[config.mk]
export PLATFORM = sky130hd
export DESIGN_NAME = vllf_ctrl
export DESIGN_NICKNAME = d
export VERILOG_FILES = /design/src/rtl/van_leer_limited_face_flux_unit_macros.svh /design/src/rtl/vllf_pkg.sv /design/src/rtl/vllf_ctrl.sv
export SDC_FILE = /design/constraint.sdc
export NUM_CORES = 1
export LEC_CHECK = 0
export BUFFER_PORTS_ARGS = -buffer_cell sky130_fd_sc_hd__buf_2
export CELL_PAD_IN_SITES_DETAIL_PLACEMENT = 1
export CELL_PAD_IN_SITES_GLOBAL_PLACEMENT = 1
export CORE_UTILIZATION = 30
export CTS_CLUSTER_SIZE = 25
export DETAILED_ROUTE_END_ITERATION = 10
export HOLD_SLACK_MARGIN = 0.15
export PLACE_DENSITY_LB_ADDON = 0.1
export SLEW_MARGIN = 20
export SYNTH_ARGS = -nofsm -noshare
export SYNTH_HDL_FRONTEND = slang
export SYNTH_SLANG_ARGS = --single-unit
[constraint.sdc]
create_clock -name clk -period 5.6 [get_ports clk]
set_input_delay 1.12 -clock clk [delete_from_list [all_inputs] [get_ports clk]]
set_output_delay 1.12 -clock clk [all_outputs]
set_load 0.05 [all_outputs]
[src/rtl/van_leer_limited_face_flux_unit_macros.svh]
// Assertion macros for the van Leer limited face flux unit.
// Included by the top level; depends on nothing else.
`ifndef VAN_LEER_LIMITED_FACE_FLUX_UNIT_MACROS_SVH
`define VAN_LEER_LIMITED_FACE_FLUX_UNIT_MACROS_SVH
`ifndef SYNTHESIS
// Same-cycle implication, disabled while reset is asserted.
`define VLLF_ASSERT_IMP(lbl, ck, rstn, ante, cons) \
  lbl: assert property (@(posedge ck) disable iff (!rstn) (ante) |-> (cons)) \
    else $error("vllf: assertion failed");
// Next-cycle implication, disabled while reset is asserted.
`define VLLF_ASSERT_NXT(lbl, ck, rstn, ante, cons) \
  lbl: assert property (@(posedge ck) disable iff (!rstn) (ante) |=> (cons)) \
    else $error("vllf: assertion failed");
`else
`define VLLF_ASSERT_IMP(lbl, ck, rstn, ante, cons)
`define VLLF_ASSERT_NXT(lbl, ck, rstn, ante, cons)
`endif
`endif

[src/rtl/vllf_pkg.sv]
// Shared types, constants and the face micro-program for the flux unit.
// Used by every module of the block; depends on nothing.
`default_nettype none
package vllf_pkg;

  localparam int QW                = 48;
  localparam int POS_W             = 10;
  localparam int ROW_MAX_CELLS_DEF = 1024;

  typedef logic signed [QW-1:0] q_t;

  localparam q_t Q_MAX   = 48'sh7FFF_FFFF_FFFF;
  localparam q_t Q_MIN   = 48'sh8000_0000_0000;
  localparam q_t Q_ONE   = 48'sh0001_0000_0000;
  localparam q_t Q_TWO   = 48'sh0002_0000_0000;
  localparam q_t Q_SIXTH = 48'sd715827882;

  typedef enum logic [2:0] {
    OP_ADD, OP_SUB, OP_ABS, OP_MIN, OP_FLAG, OP_APPLY, OP_MUL, OP_DIV
  } op_t;

  typedef enum logic [4:0] {
    SRC_T0, SRC_T1, SRC_T2, SRC_T3, SRC_T4, SRC_T5, SRC_T6, SRC_T7,
    SRC_ONE, SRC_TWO, SRC_SIXTH,
    SRC_VF, SRC_VOL_D, SRC_DX_B2, SRC_DX_DIF,
    SRC_RHO_D, SRC_RHO_U, SRC_RHO_W, SRC_E_D, SRC_E_U, SRC_E_W
  } src_t;

  typedef logic [2:0] tmp_t;
  localparam tmp_t T0 = 3'd0;
  localparam tmp_t T1 = 3'd1;
  localparam tmp_t T2 = 3'd2;
  localparam tmp_t T3 = 3'd3;
  localparam tmp_t T4 = 3'd4;
  localparam tmp_t T5 = 3'd5;
  localparam tmp_t T6 = 3'd6;
  localparam tmp_t T7 = 3'd7;

  typedef struct packed {
    op_t  op;
    src_t a;
    src_t b;
    tmp_t dst;
  } uop_t;

  typedef logic [5:0] pc_t;
  localparam int  PROG_LEN  = 41;
  localparam pc_t PROG_LAST = pc_t'(PROG_LEN - 1);

  typedef struct packed {
    logic              shift;
    logic              latch;
    logic              base;
    logic              issue;
    uop_t              uop;
    logic              load_out;
    logic [POS_W-1:0]  face_pos;
    logic              row_done;
  } ctl_cmd_t;

  typedef struct packed {
    logic arith_done;
    logic arith_busy;
  } dp_stat_t;

  function automatic q_t qsat(logic signed [QW:0] v);
    q_t r;
    if (v[QW] != v[QW-1]) r = v[QW] ? Q_MIN : Q_MAX;
    else r = v[QW-1:0];
    return r;
  endfunction

  function automatic logic [QW-1:0] qmag(q_t v);
    logic [QW-1:0] r;
    r = v[QW-1] ? (~v + 48'd1) : v;
    return r;
  endfunction

  function automatic uop_t mk_uop(op_t o, src_t a, src_t b, tmp_t d);
    uop_t r;
    r.op  = o;
    r.a   = a;
    r.b   = b;
    r.dst = d;
    return r;
  endfunction

  // One face: Courant number, spacing ratio, density limiter, mass flux,
  // mass Courant number, energy limiter, energy flux (mass in T6, energy in T7).
  function automatic uop_t prog_rom(pc_t pc);
    uop_t r;
    case (pc)
      6'd0:  r = mk_uop(OP_DIV,   SRC_VF,    SRC_VOL_D,  T0);
      6'd1:  r = mk_uop(OP_ABS,   SRC_T0,    SRC_T0,     T0);
      6'd2:  r = mk_uop(OP_DIV,   SRC_DX_B2, SRC_DX_DIF, T1);
      6'd3:  r = mk_uop(OP_ADD,   SRC_ONE,   SRC_T0,     T2);
      6'd4:  r = mk_uop(OP_MUL,   SRC_T2,    SRC_T1,     T1);
      6'd5:  r = mk_uop(OP_SUB,   SRC_TWO,   SRC_T0,     T2);
      6'd6:  r = mk_uop(OP_SUB,   SRC_RHO_D, SRC_RHO_U,  T3);
      6'd7:  r = mk_uop(OP_SUB,   SRC_RHO_W, SRC_RHO_D,  T4);
      6'd8:  r = mk_uop(OP_FLAG,  SRC_T3,    SRC_T4,     T0);
      6'd9:  r = mk_uop(OP_ABS,   SRC_T3,    SRC_T3,     T3);
      6'd10: r = mk_uop(OP_ABS,   SRC_T4,    SRC_T4,     T4);
      6'd11: r = mk_uop(OP_MIN,   SRC_T3,    SRC_T4,     T5);
      6'd12: r = mk_uop(OP_MUL,   SRC_T1,    SRC_T3,     T3);
      6'd13: r = mk_uop(OP_MUL,   SRC_T2,    SRC_T4,     T4);
      6'd14: r = mk_uop(OP_ADD,   SRC_T3,    SRC_T4,     T3);
      6'd15: r = mk_uop(OP_MUL,   SRC_SIXTH, SRC_T3,     T3);
      6'd16: r = mk_uop(OP_MIN,   SRC_T5,    SRC_T3,     T5);
      6'd17: r = mk_uop(OP_SUB,   SRC_ONE,   SRC_T0,     T3);
      6'd18: r = mk_uop(OP_MUL,   SRC_T3,    SRC_T5,     T5);
      6'd19: r = mk_uop(OP_APPLY, SRC_T5,    SRC_T5,     T5);
      6'd20: r = mk_uop(OP_ADD,   SRC_RHO_D, SRC_T5,     T5);
      6'd21: r = mk_uop(OP_MUL,   SRC_VF,    SRC_T5,     T6);
      6'd22: r = mk_uop(OP_MUL,   SRC_RHO_D, SRC_VOL_D,  T3);
      6'd23: r = mk_uop(OP_ABS,   SRC_T6,    SRC_T6,     T4);
      6'd24: r = mk_uop(OP_DIV,   SRC_T4,    SRC_T3,     T0);
      6'd25: r = mk_uop(OP_SUB,   SRC_E_D,   SRC_E_U,    T3);
      6'd26: r = mk_uop(OP_SUB,   SRC_E_W,   SRC_E_D,    T4);
      6'd27: r = mk_uop(OP_FLAG,  SRC_T3,    SRC_T4,     T0);
      6'd28: r = mk_uop(OP_ABS,   SRC_T3,    SRC_T3,     T3);
      6'd29: r = mk_uop(OP_ABS,   SRC_T4,    SRC_T4,     T4);
      6'd30: r = mk_uop(OP_MIN,   SRC_T3,    SRC_T4,     T5);
      6'd31: r = mk_uop(OP_MUL,   SRC_T1,    SRC_T3,     T3);
      6'd32: r = mk_uop(OP_MUL,   SRC_T2,    SRC_T4,     T4);
      6'd33: r = mk_uop(OP_ADD,   SRC_T3,    SRC_T4,     T3);
      6'd34: r = mk_uop(OP_MUL,   SRC_SIXTH, SRC_T3,     T3);
      6'd35: r = mk_uop(OP_MIN,   SRC_T5,    SRC_T3,     T5);
      6'd36: r = mk_uop(OP_SUB,   SRC_ONE,   SRC_T0,     T3);
      6'd37: r = mk_uop(OP_MUL,   SRC_T3,    SRC_T5,     T5);
      6'd38: r = mk_uop(OP_APPLY, SRC_T5,    SRC_T5,     T5);
      6'd39: r = mk_uop(OP_ADD,   SRC_E_D,   SRC_T5,     T5);
      6'd40: r = mk_uop(OP_MUL,   SRC_T6,    SRC_T5,     T7);
      default: r = mk_uop(OP_ADD, SRC_T0,    SRC_T0,     T0);
    endcase
    return r;
  endfunction

endpackage
`default_nettype wire

[src/rtl/vllf_ctrl.sv]
// Controller: item handshake, row position, face scheduling and the
// micro-program sequencer. Depends on vllf_pkg.
`default_nettype none
module vllf_ctrl #(
  parameter int ROW_MAX_CELLS = vllf_pkg::ROW_MAX_CELLS_DEF
) (
  input  wire logic              clk,
  input  wire logic              rst_n,
  input  wire logic              in_tvalid,
  input  wire logic              in_tlast,
  output logic                   in_tready,
  input  wire logic              out_tready,
  output logic                   out_tvalid,
  output vllf_pkg::ctl_cmd_t     cmd,
  input  vllf_pkg::dp_stat_t     stat
);

  localparam int CNT_W = $clog2(ROW_MAX_CELLS);
  localparam logic [CNT_W-1:0] IDX_LAST = CNT_W'(ROW_MAX_CELLS - 1);

  typedef enum logic [2:0] {S_IDLE, S_LATCH, S_ISSUE, S_WAIT, S_LOAD, S_EMIT} st_t;

  st_t              st_r;
  logic [CNT_W-1:0] cnt_r, idx_r;
  logic             base_r, own_r, out_valid_r;
  vllf_pkg::pc_t    pc_r;

  logic             last, do_norm, do_own, multi;
  logic [CNT_W-1:0] pos_sel;
  logic [CNT_W+vllf_pkg::POS_W-1:0] pos_ext;
  vllf_pkg::uop_t   uop;

  always_comb begin
    last    = in_tlast || (cnt_r == IDX_LAST);
    do_norm = cnt_r >= CNT_W'(3);
    do_own  = last && (cnt_r >= CNT_W'(2));
    uop     = vllf_pkg::prog_rom(pc_r);
    multi   = (uop.op == vllf_pkg::OP_MUL) || (uop.op == vllf_pkg::OP_DIV);
    pos_sel = base_r ? idx_r : (idx_r - CNT_W'(1));
    pos_ext = {{vllf_pkg::POS_W{1'b0}}, pos_sel};

    cmd.shift    = (st_r == S_IDLE) && in_tvalid;
    cmd.latch    = (st_r == S_LATCH);
    cmd.base     = base_r;
    cmd.issue    = (st_r == S_ISSUE);
    cmd.uop      = uop;
    cmd.load_out = (st_r == S_LOAD);
    cmd.face_pos = pos_ext[vllf_pkg::POS_W-1:0];
    cmd.row_done = base_r;
  end

  always_ff @(posedge clk) begin
    if (!rst_n) begin
      st_r        <= S_IDLE;
      cnt_r       <= '0;
      base_r      <= 1'b0;
      own_r       <= 1'b0;
      out_valid_r <= 1'b0;
      pc_r        <= '0;
    end else begin
      case (st_r)
        S_IDLE: begin
          if (in_tvalid) begin
            idx_r <= cnt_r;
            own_r <= do_own;
            cnt_r <= last ? '0 : cnt_r + CNT_W'(1);
            if (do_norm) begin
              base_r <= 1'b0;
              st_r   <= S_LATCH;
            end else if (do_own) begin
              base_r <= 1'b1;
              st_r   <= S_LATCH;
            end
          end
        end
        S_LATCH: begin
          pc_r <= '0;
          st_r <= S_ISSUE;
        end
        S_ISSUE: begin
          if (multi) st_r <= S_WAIT;
          else if (pc_r == vllf_pkg::PROG_LAST) st_r <= S_LOAD;
          else pc_r <= pc_r + 6'd1;
        end
        S_WAIT: begin
          if (stat.arith_done) begin
            if (pc_r == vllf_pkg::PROG_LAST) begin
              st_r <= S_LOAD;
            end else begin
              pc_r <= pc_r + 6'd1;
              st_r <= S_ISSUE;
            end
          end
        end
        S_LOAD: begin
          out_valid_r <= 1'b1;
          st_r        <= S_EMIT;
        end
        S_EMIT: begin
          if (out_tready) begin
            out_valid_r <= 1'b0;
            if (!base_r && own_r) begin
              base_r <= 1'b1;
              st_r   <= S_LATCH;
            end else begin
              st_r <= S_IDLE;
            end
          end
        end
        default: st_r <= S_IDLE;
      endcase
    end
  end

  assign in_tready  = (st_r == S_IDLE);
  assign out_tvalid = out_valid_r;

endmodule
`default_nettype wire

* Word-level counts from Yosys, hierarchy flattened
Memories as Yosys holds them, arrays and structs flattened. A register that Yosys moved wholly into a read port is not among the register bits. Index checks and enable logic that the tools add are counted. Widths: inputs -> output; s select.
Storage, ports and cells: flip-flop bits (word level) 32, ROM bits 1024, input port bits 7, output and inout bits 34, word-level logic and storage cells 71, memories 1
Memories:
- (name not given) | depth 64, width 16, read ports 1, clocked after memory_dff 1, wr ports 0, RTL line vllf_pkg.sv:92 | case (pc)
Cells by class: $add $sub $neg 3, magnitude comparators 2, equality and inequality tests 16, multiplexer cells 26, reduce and logical (&&, ||, !) cells 16
Operators with widths (count):
- $mux 6 | 5
- $mux 3 | 8
- $ge 10x2->1 const B | 2
- $mux 10 | 2
- $pmux 3 s6 | 1
- $pmux 6 s3 | 1
- $eq 3x3->1 const B | 4
- $add 10x1->10 const B | 1
- $eq 10x10->1 const B | 1
- $ne 2x2->1 const B | 5
- $reduce_and 5->1 | 2
- $sub 10x1->10 const B | 1
- $mux 1 | 7
- $add 6x1->6 const B | 1
- $eq 3x2->1 const B | 2
- $eq 6x6->1 const B | 1
- $ne 3x1->1 const B | 2
- $reduce_and 3->1 | 2
- $pmux 1 s2 | 2
- $reduce_and 2->1 | 2
- $reduce_bool 2->1 | 2
- $eq 3x1->1 const B | 1
- $logic_and 1x1->1 | 3
- $logic_not 3->1 | 1
- other kinds (3) | 4

* Longest topological paths before layout
Gate-level depths: netlist of run 1.
depth in word-level cells 7, gate-level depth with buffers 14, depth with buffers taken out 12

* Least setup slack after synthesis of run 1
Ideal clock, no wire load.
path type register -> output, start point register st_r[1], end point output cmd[31] in the netlist's numbering, arrival time 2.565 ns, data required time 4.480 ns, setup slack 1.915 ns, cell stages (with the launch flop) 6, path buffers 2, cell sequence dfxtp_1 -> buf_2 -> clkbuf_1 -> nor3_1 -> nand2_1 -> clkinv_1
RTL lines:
- start, declared | RTL line vllf_ctrl.sv:23 | st_t st_r;
- start signal, assigned | RTL line vllf_ctrl.sv:54 | st_r <= S_IDLE;
- start signal, assigned | RTL line vllf_ctrl.sv:69 | st_r <= S_LATCH;
- start signal, assigned | RTL line vllf_ctrl.sv:72 | st_r <= S_LATCH;
- end, declared | RTL line vllf_ctrl.sv:14 | output vllf_pkg::ctl_cmd_t cmd,

* Worst setup path after layout of run 1
start point input stat[1] in the netlist's numbering, end point register, netlist name uop[1]
On the way: word-level cells in the longest chain between the ends 4
Ends and longest elaborated chain:
- start, declared | RTL line vllf_ctrl.sv:15 | input vllf_pkg::dp_stat_t stat
- $ne 2x2->1 (no source line)
- $reduce_and 3->1 (no source line)
- $mux 6 (no source line) (2 in series)
No other way between the ends. A chain may end at the register's enable or synchronous reset.

==> out/metrics.yaml, run 1 <==
antenna_left: 0
synth_warnings: 0
arrival_ps: 4440
clkPwrFrac: 0.300
start_util: 0.312
use_met3: 0.0263
combPwrFrac: 0.333
syn_avg_cell_area_um2: 7.96
place_hpwl_um: 7890
status: "completed"
crit_path_max_fanout: 13
crit_path_cell_trace: "buf_2 > nand2b_1 > a22oi_1 > buf_4 > nor4_1 > o21ai_0 > buf_4 > ha_1 > inv_1 > a211oi_2 > a21oi_1 > o21a_1 > a211oi_1"
pin_count: 41
h-tree-depth: 2
cts_buffers: 5
pwr-share-seq: 0.367
slowest_delay_ps: 520
min_path_type: "flip-flop to flip-flop"
met2_usage: 0.310
grt_start_max_net_pins: 30
drv_cap: 0
antenna_cells: 0
ys.flop_type: "dfxtp_1"
critPathRequiredTime_ps: 5780
peakVddDrop_mv: 0.191
synth-seq-area-share: 0.309
place_ws_ps: 1090
cts-root-buf: "clkbuf_16"
hold_viol_final: 0
clk_latency_ps: 300
synth_edf_count: 10
fin_crit_ps: 4250
finalSetupTns_ps: 0
worst_slack_ps: 1350
die-area_um2: 11900
critPathLaunchType: "input pin"
cp-end-kind: "flip-flop"
num_vias: 3358
final_common_cell: "buf_2"
rows: 38
power_leakage_nw: 1.48
post-cts-setup-buffer-count: 0
cts.path.max_buffers: 2
port_buffers: 39
slew_headroom: 0.471
drc: 0
syn_nets: 449
nets: 466
detail_route.wl_per_cell_um: 19.1
max_freq_mhz: 235
p_sw_frac: 0.411
fp.coreArea_um2: 11000
worst_pin_slew_ps: 791
grt_antenna_before_repair: 0
final-seq-area_um2: 1060
skew_ps: 13.2
layout_common_cells: "buf_2 (39), nor2_1 (38), dfxtp_1 (38)"
post-route-period-util: 0.759
die_w_um: 109
holdPathStages: 2
synth_seq_cells: 48
switchingPower_mw: 0.491
syn_to_final_growth_pct: 12.3
rsz0062_at_grt: "false"
first_pass_iters: 4
power.density_nw_per_um2: 310
overflow: 0
post_route_cells_drive_above_1_share: 0.158
cts.sinks: 48
n_fill_cell: 1336
p_int_mw: 0.703
tritoncts: "yes"
synthArstFlopShare: 0
multi_input_area_um2: 2120
worstSetupPathType: "input pin to flip-flop"
post_cts_resize_count: 0
gp_congestion: 0.819
reg2regPathDepth: 11
drt-initial-drc-count: 252
grt_pass1_wl_um: 18200
die_h_um: 109
synthCells: 431
crit_slowest_cell: "nor4_1"
grt_pass1_vias: 3333
finalSetupViolCount: 0
cts-hold-fix-buffers: 0
worst_path_most_repeated_cell: "buf_4"
final_core_util: 0.351
grt_use_total: 0.200
synth_cell_type_count: 75
drv_slew: 0
synth.cell_area_um2: 3430
grt.busiest_layer: "met2"
met1_usage: 0.290
wirelength_um: 11200
cts.clk_slew.worst_paths_ps: 70
via_per_inst: 5.70
cell type report:
cell class	count	share of cell area
timing repair buffer	45	0.0624
clock inverter	3	0.0120
inverter	22	0.0227
multi-input combinational	326	0.549
clock buffer	5	0.0325
tap	140	0.0455
sequential	48	0.276
power groups by stage:
stage	sequential, mW	clock (mW)	combinational (mW)
6_report	0.438	0.359	0.398
3_3_place_gp	0.444	0	0.395
4_1_cts	0.437	0.366	0.399
3_5_place_dp	0.445	0	0.398
2_1_floorplan	0.419	0	0.335
5_1_grt	0.446	0.385	0.429
logic make-up after synthesis:
family                     share of synthesized area
buffers and inverters                         0.0751
adders and majority gates                     0.0401
and+or+nand+nor                                0.230
xor gates and xnor gates                      0.0460
muxes                                         0.0124
AOI/OAI and AO/OA                              0.287
DFF                                            0.309
metal layers:
| metal | wire length, um | vias to the layer above |
|---|---|---|
| met5 | 0 | - |
| li1 | - | 1635 |
| met4 | 89 | 0 |
| met1 | 5600 | 1637 |
| met2 | 5000 | 78 |
| met3 | 540 | 8 |
through the flow:
stage               power (mW)  cells  hold WS [ps]  area, um^2
finish                    1.19    589           473        3850
global placement         0.839    581           446        3680
floorplan                0.754    431           432        3430
detailed placement       0.843    581           454        3680
global route              1.26    589           502        3850
CTS                       1.20    589           472        3850
critical path, delay by kind of cell:
kind / cells / cell delay (ps)
AOI/OAI and AO/OA: 6 / 1400
adders and majority gates: 1 / 510
buffers and inverters: 4 / 760
and+or+nand+nor: 2 / 630
registers in the layout, indices dropped and copies added, names as in the netlist:
name,flops
out_tvalid,1
pc_r,6
st_r,3
idx_r,10
cnt_r,10
own_r,1
uop,16
base_r,1
final timing paths:
path / start / slack [ps] / endpoint
setup / recovery: stat[1] / 1350 / uop[1]$_DFF_P_
hold / removal: own_r$_SDFFE_PN0P_ / 470 / own_r$_SDFFE_PN0P_
hold reg to reg: own_r$_SDFFE_PN0P_ / 470 / own_r$_SDFFE_PN0P_
setup reg to reg: st_r[1]$_SDFFE_PN0P_ / 1520 / uop[1]$_DFF_P_
synth_stat cells, types with 3 or more instances:
library cell   n  area, um^2
a311oi_1       3        26.3
o221ai_1       7        61.3
o31ai_1        5        37.5
ha_1          11         138
nand2_1       34         128
o31a_1         4        35.0
o211ai_1       6        45.0
o21a_1         3        22.5
a21o_1         4        30.0
o22ai_1        4        25.0
inv_1         16        60.1
o21ai_0       23         115
a221o_1        4        40.0
nand2b_1       7        43.8
edfxtp_1      10         300
xnor2_1       10        87.6
a32oi_1        3        26.3
clkbuf_1      15        56.3
a221oi_1       5        43.8
nor2b_1        5        31.3
or3_1          7        43.8
inv_2          4        15.0
nor3_1        18        90.1
nor4_1         5        31.3
a211oi_1       7        52.6
buf_2         13        65.1
a21boi_0       3        22.5
a21oi_1       26         130
dfxtp_1       38         761
xor2_1         8        70.1
nand3_1       16        80.1
buf_4          4        30.0
a31oi_1        4        25.0
nor2_1        38         143
and3_1         5        31.3
nand4_1        3        18.8
a211o_1        3        26.3
Note: power is estimated with default switching activity, not from simulation.
==> run 2: changes to the inputs <==
==> constraint.sdc (replaced) <==
create_clock -name clk -period 4.3 [get_ports clk]
set_input_delay 0.86 -clock clk [delete_from_list [all_inputs] [get_ports clk]]
set_output_delay 0.86 -clock clk [all_outputs]
set_load 0.05 [all_outputs]
==> run 2 against run 1 <==
  * Setup slack worse by 700 ps
  * Sequential power up 25%
  * Critical path type is now flip-flop to flip-flop
  * Global-route usage up 0.14 points
  * Cell count up 1.5%
  * Wire length up 0.85%
==> out/metrics.yaml, run 2 (synthesis results as in run 1) <==
finalSetupViolCount: 0
grt_antenna_before_repair: 0
finalSetupTns_ps: 0
fp.coreArea_um2: 11000
num_vias: 3393
largest_reg_flops: 16
critPathLaunchType: "flip-flop"
grt_pass1_vias: 3379
grt.busiest_layer: "met2"
n_fill_cell: 1341
clk_latency_ps: 290
rows: 38
post_route_cells_drive_above_1_share: 0.175
first_pass_iters: 4
antenna_cells: 0
multi_input_area_um2: 2120
worst_pin_slew_ps: 787
skew_ps: 3.09
fin_area_um2: 3920
status: "completed"
via_per_inst: 5.67
final-seq-area_um2: 1060
post-route-period-util: 0.848
wirelength_um: 11300
max_freq_mhz: 274
fin_crit_ps: 3650
drv_slew: 0
nets: 475
cts.path.max_buffers: 2
power.density_nw_per_um2: 400
detail_route.wl_per_cell_um: 18.9
hold_viol_final: 0
cts-hold-fix-buffers: 0
place_hpwl_um: 8130
die-area_um2: 11900
crit_path_max_fanout: 12
start_util: 0.312
cp-end-kind: "flip-flop"
arrival_ps: 3750
gp_congestion: 0.808
cts_buffers: 5
antenna_left: 0
grt_pass1_wl_um: 18400
pin_count: 41
critPathRequiredTime_ps: 4410
post-cts-setup-buffer-count: 0
post_cts_resize_count: 0
syn_to_final_growth_pct: 14.2
power_leakage_nw: 1.52
placed_area_um2: 3750
port_buffers: 39
met2_usage: 0.316
peakVddDrop_mv: 0.208
worstSetupPathType: "flip-flop to flip-flop"
die_h_um: 109
slew_headroom: 0.473
overflow: 0
rsz0062_at_grt: "false"
use_met3: 0.0281
h-tree-depth: 2
final_common_cell: "buf_2"
min_path_type: "flip-flop to flip-flop"
grt_start_max_net_pins: 30
cts.sinks: 48
cts.clk_slew.worst_paths_ps: 70
drc: 0
cts-root-buf: "clkbuf_16"
grt_use_total: 0.201
layout_common_cells: "buf_2 (39), nor2_1 (38), dfxtp_1 (38)"
met1_usage: 0.287
drv_cap: 0
die_w_um: 109
drt-initial-drc-count: 186
tritoncts: "yes"
[run 2: final cells by class]
cell class,instances,share of cell area
Clock buffer,5,0.0319
Timing Repair Buffer,54,0.0785
Sequential cell,48,0.271
Tap cell,140,0.0447
Multi-Input combinational cell,326,0.540
Inverter,22,0.0223
Clock inverter,3,0.0118
[run 2: routing by layer]
metal	part of all wire	wire (um)	up-vias
met5	0	0	-
met4	0.012	140	0
met3	0.043	488	13
met2	0.45	5120	73
met1	0.49	5570	1646
li1	-	-	1661
[run 2: through the flow]
step	instances	util	total power, mW	hold slack (ps)	setup slack [ps]
global route	598	0.357	1.65	500	393
finish	598	0.357	1.57	456	653
CTS	598	0.357	1.58	464	653
global placement	590	0.341	1.11	446	634
detailed placement	590	0.341	1.12	451	553
floorplan	431	-	0.982	432	875
[run 2: final timing paths]
kind	startpoint	endpoint	slack [ps]	cells past startpoint
max reg2reg	pc_r[0]$_SDFFE_PN0N_	uop[15]$_DFF_P_	650	13
max	pc_r[0]$_SDFFE_PN0N_	uop[15]$_DFF_P_	650	13
min	own_r$_SDFFE_PN0P_	own_r$_SDFFE_PN0P_	460	2
min reg2reg	own_r$_SDFFE_PN0P_	own_r$_SDFFE_PN0P_	460	2
[run 2: where the power goes]
part           switching (mW)  internal (mW)  leakage, nW
registers              0.0506          0.499        0.403
clock network           0.183          0.277       0.0804
logic                   0.402          0.156         1.04
[run 2: critical path: stages, from the launching register on]
cell	delay, ps
dfxtp_1	450
inv_1	70
ha_1	210
nand4b_1	210
o21ai_0	120
nor4_1	520
o21ai_0	240
buf_4	240
ha_1	300
inv_1	120
o211ai_1	180
o21ai_0	160
a221oi_1	350
o221ai_1	280
==> run 3: changes to the inputs <==
--- a/config.mk
+++ b/config.mk
@@ -5,6 +5,7 @@
 export SDC_FILE = /design/constraint.sdc
 export NUM_CORES = 1
 export LEC_CHECK = 0
+export ABC_AREA = 1
 export BUFFER_PORTS_ARGS = -buffer_cell sky130_fd_sc_hd__buf_2
 export CELL_PAD_IN_SITES_DETAIL_PLACEMENT = 1
 export CELL_PAD_IN_SITES_GLOBAL_PLACEMENT = 1
==> constraint.sdc (replaced) <==
create_clock -name clk -period 3.7 [get_ports clk]
set_input_delay 0.74 -clock clk [delete_from_list [all_inputs] [get_ports clk]]
set_output_delay 0.74 -clock clk [all_outputs]
set_load 0.05 [all_outputs]
==> run 3 against run 2 <==
  * Die area decreased by 3.7%
  * Synthesized cell count increased by 13%
  * Via count decreased by 3.1%
  * Combinational power increased to 3.8 times the previous value
  * Clock-buffer cell count unchanged
  * Highest routed layer unchanged
  * Sequential share of layout area increased by 1.5 points
  * Hold slack improved by 31 ps
  * Clock power decreased by 14%
  * Wire length decreased by 14%
==> out/metrics.yaml, run 3 <==
peakVddDrop_mv: 0.290
yosysTopAreaCell: "dfxtp_1"
layout_common_cells: "nand2_1 (137), nand3_1 (60), inv_1 (59)"
nets: 542
grt_pass1_wl_um: 16500
final_common_cell: "nand2_1"
num_vias: 3289
rows: 37
grt_start_max_net_pins: 24
final-seq-area_um2: 1060
synth.cell_area_um2: 3300
synth-seq-area-share: 0.321
synth_seq_cells: 48
via_per_inst: 4.98
h-tree-depth: 2
antenna_cells: 0
place_hpwl_um: 7620
synth_most_common_cell: "nand2_1"
synthArstFlopShare: 0
critPathLaunchType: "flip-flop"
cts-root-buf: "clkbuf_8"
antenna_left: 0
drc: 0
placed_area_um2: 3600
synth_edf_count: 10
wirelength_um: 9740
post-route-period-util: 0.801
die-area_um2: 11400
crit_path_cell_trace: "inv_1 > ha_1 > inv_1 > nor2_1 > nand3_1 > or3_1 > nor3_1 > xnor2_1 > inv_1 > buf_2"
overflow: 0
finalSetupTns_ps: 0
yosys-top-cells-count: "nand2_1 (137), nand3_1 (60), inv_1 (59), dfxtp_1 (38), nor2_1 (30)"
tritoncts: "yes"
n_fill_cell: 1359
die_w_um: 107
hold_viol_final: 0
power.density_nw_per_um2: 875
power_leakage_nw: 1.80
synth_top_area_share: 0.230
cts.path.max_buffers: 2
start_util: 0.314
post_cts_resize_count: 0
die_h_um: 107
critPathRequiredTime_ps: 2960
worst_pin_slew_ps: 731
first_pass_iters: 5
status: "completed"
multi_input_area_um2: 1890
post_route_cells_drive_above_1_share: 0.175
detail_route.wl_per_cell_um: 14.7
synthCells: 488
worstSetupPathType: "flip-flop to output pin"
drv_slew: 0
cts-hold-fix-buffers: 0
cts_buffers: 5
grt_antenna_before_repair: 0
drv_cap: 0
arrival_ps: 2220
port_buffers: 39
synth.area.top_cells: "dfxtp_1 (23%), nand2_1 (16%), edfxtp_1 (9.1%), nand3_1 (9.1%), inv_1 (6.7%)"
pin_count: 41
max_freq_mhz: 337
synth_warnings: 0
crit_slowest_cell: "edfxtp_1"
syn_nets: 506
slew_headroom: 0.511
post-cts-setup-buffer-count: 0
fin_crit_ps: 2960
syn_to_final_growth_pct: 12.6
crit_path_max_fanout: 2
gp_congestion: 0.781
cp-end-kind: "output pin"
finalSetupViolCount: 0
clk_latency_ps: 310
slowest_delay_ps: 410
min_path_type: "flip-flop to flip-flop"
worst_path_most_repeated_cell: "inv_1"
syn_avg_cell_area_um2: 6.77
drt-initial-drc-count: 113
grt_use_total: 0.182
ys.flop_type: "dfxtp_1"
grt_pass1_vias: 3384
fin_area_um2: 3720
largest_reg_flops: 16
cts.clk_slew.worst_paths_ps: 90
rsz0062_at_grt: "false"
cts.sinks: 48
synth_cell_type_count: 38
path_delay_family: "simple AND/OR/NAND/NOR gates"
fp.coreArea_um2: 10500
skew_ps: 9.58
worst-path-buf-inv: 4
## run 3: final timing paths
path	from	end	slack, ps	cells after the start
setup / recovery	idx_r[0]$_DFFE_PP_	cmd[9]	740	10
setup reg to reg	pc_r[0]$_SDFFE_PN0N_	uop[3]$_DFF_P_	750	13
hold reg to reg	out_tvalid$_SDFFE_PN0P_	out_tvalid$_SDFFE_PN0P_	490	2
hold / removal	out_tvalid$_SDFFE_PN0P_	out_tvalid$_SDFFE_PN0P_	490	2
## run 3: power breakdown
group	switching (mW)	leakage, nW	total, mW	internal [mW]
Clock	0.191	0.0583	0.395	0.204
Combinational	1.56	1.34	2.12	0.554
Sequential	0.0821	0.407	0.742	0.660
Total	1.84	1.80	3.25	1.42
## run 3: layout make-up
class                      count  area share
inverter                      70      0.0707
clock buffer                   5      0.0185
clock inverter                 3      0.0128
timing repair buffer          42      0.0585
multi-input combinational    357       0.508
sequential                    48       0.285
tap                          136      0.0458
## run 3: worst min-delay path, stage by stage, from the launching register on
cell and delay (ps):
dfxtp_1 320, o21ai_0 70, a21oi_1 60
## run 3: layer usage
layer / share of wire / wire length, um / track usage
met4: 0.023 / 221 / 0.0626
met1: 0.45 / 4400 / 0.227
met3: 0.033 / 326 / 0.0274
met2: 0.49 / 4790 / 0.317
met5: 0 / 0 / 0
## run 3: kinds of logic after synthesis
family	after synthesis	synth area share
and+or+nand+nor	281	0.404
DFF	48	0.321
buffers and inverters	83	0.106
adders and majority gates	11	0.0417
AOI/OAI and AO/OA	54	0.0974
xor gates and xnor gates	11	0.0292
## run 3: metrics by stage
| stage | hold WS, ps | setup WS, ps | power [mW] | util | cells |
|---|---|---|---|---|---|
| 5_1_grt | 522 | 450 | 3.55 | 0.354 | 661 |
| 3_3_place_gp | 462 | 764 | 2.86 | 0.343 | 653 |
| 6_report | 487 | 736 | 3.25 | 0.354 | 661 |
| 4_1_cts | 492 | 680 | 3.29 | 0.354 | 661 |
| 3_5_place_dp | 478 | 748 | 2.87 | 0.343 | 653 |
| 2_1_floorplan | 454 | 897 | 2.38 | - | 488 |
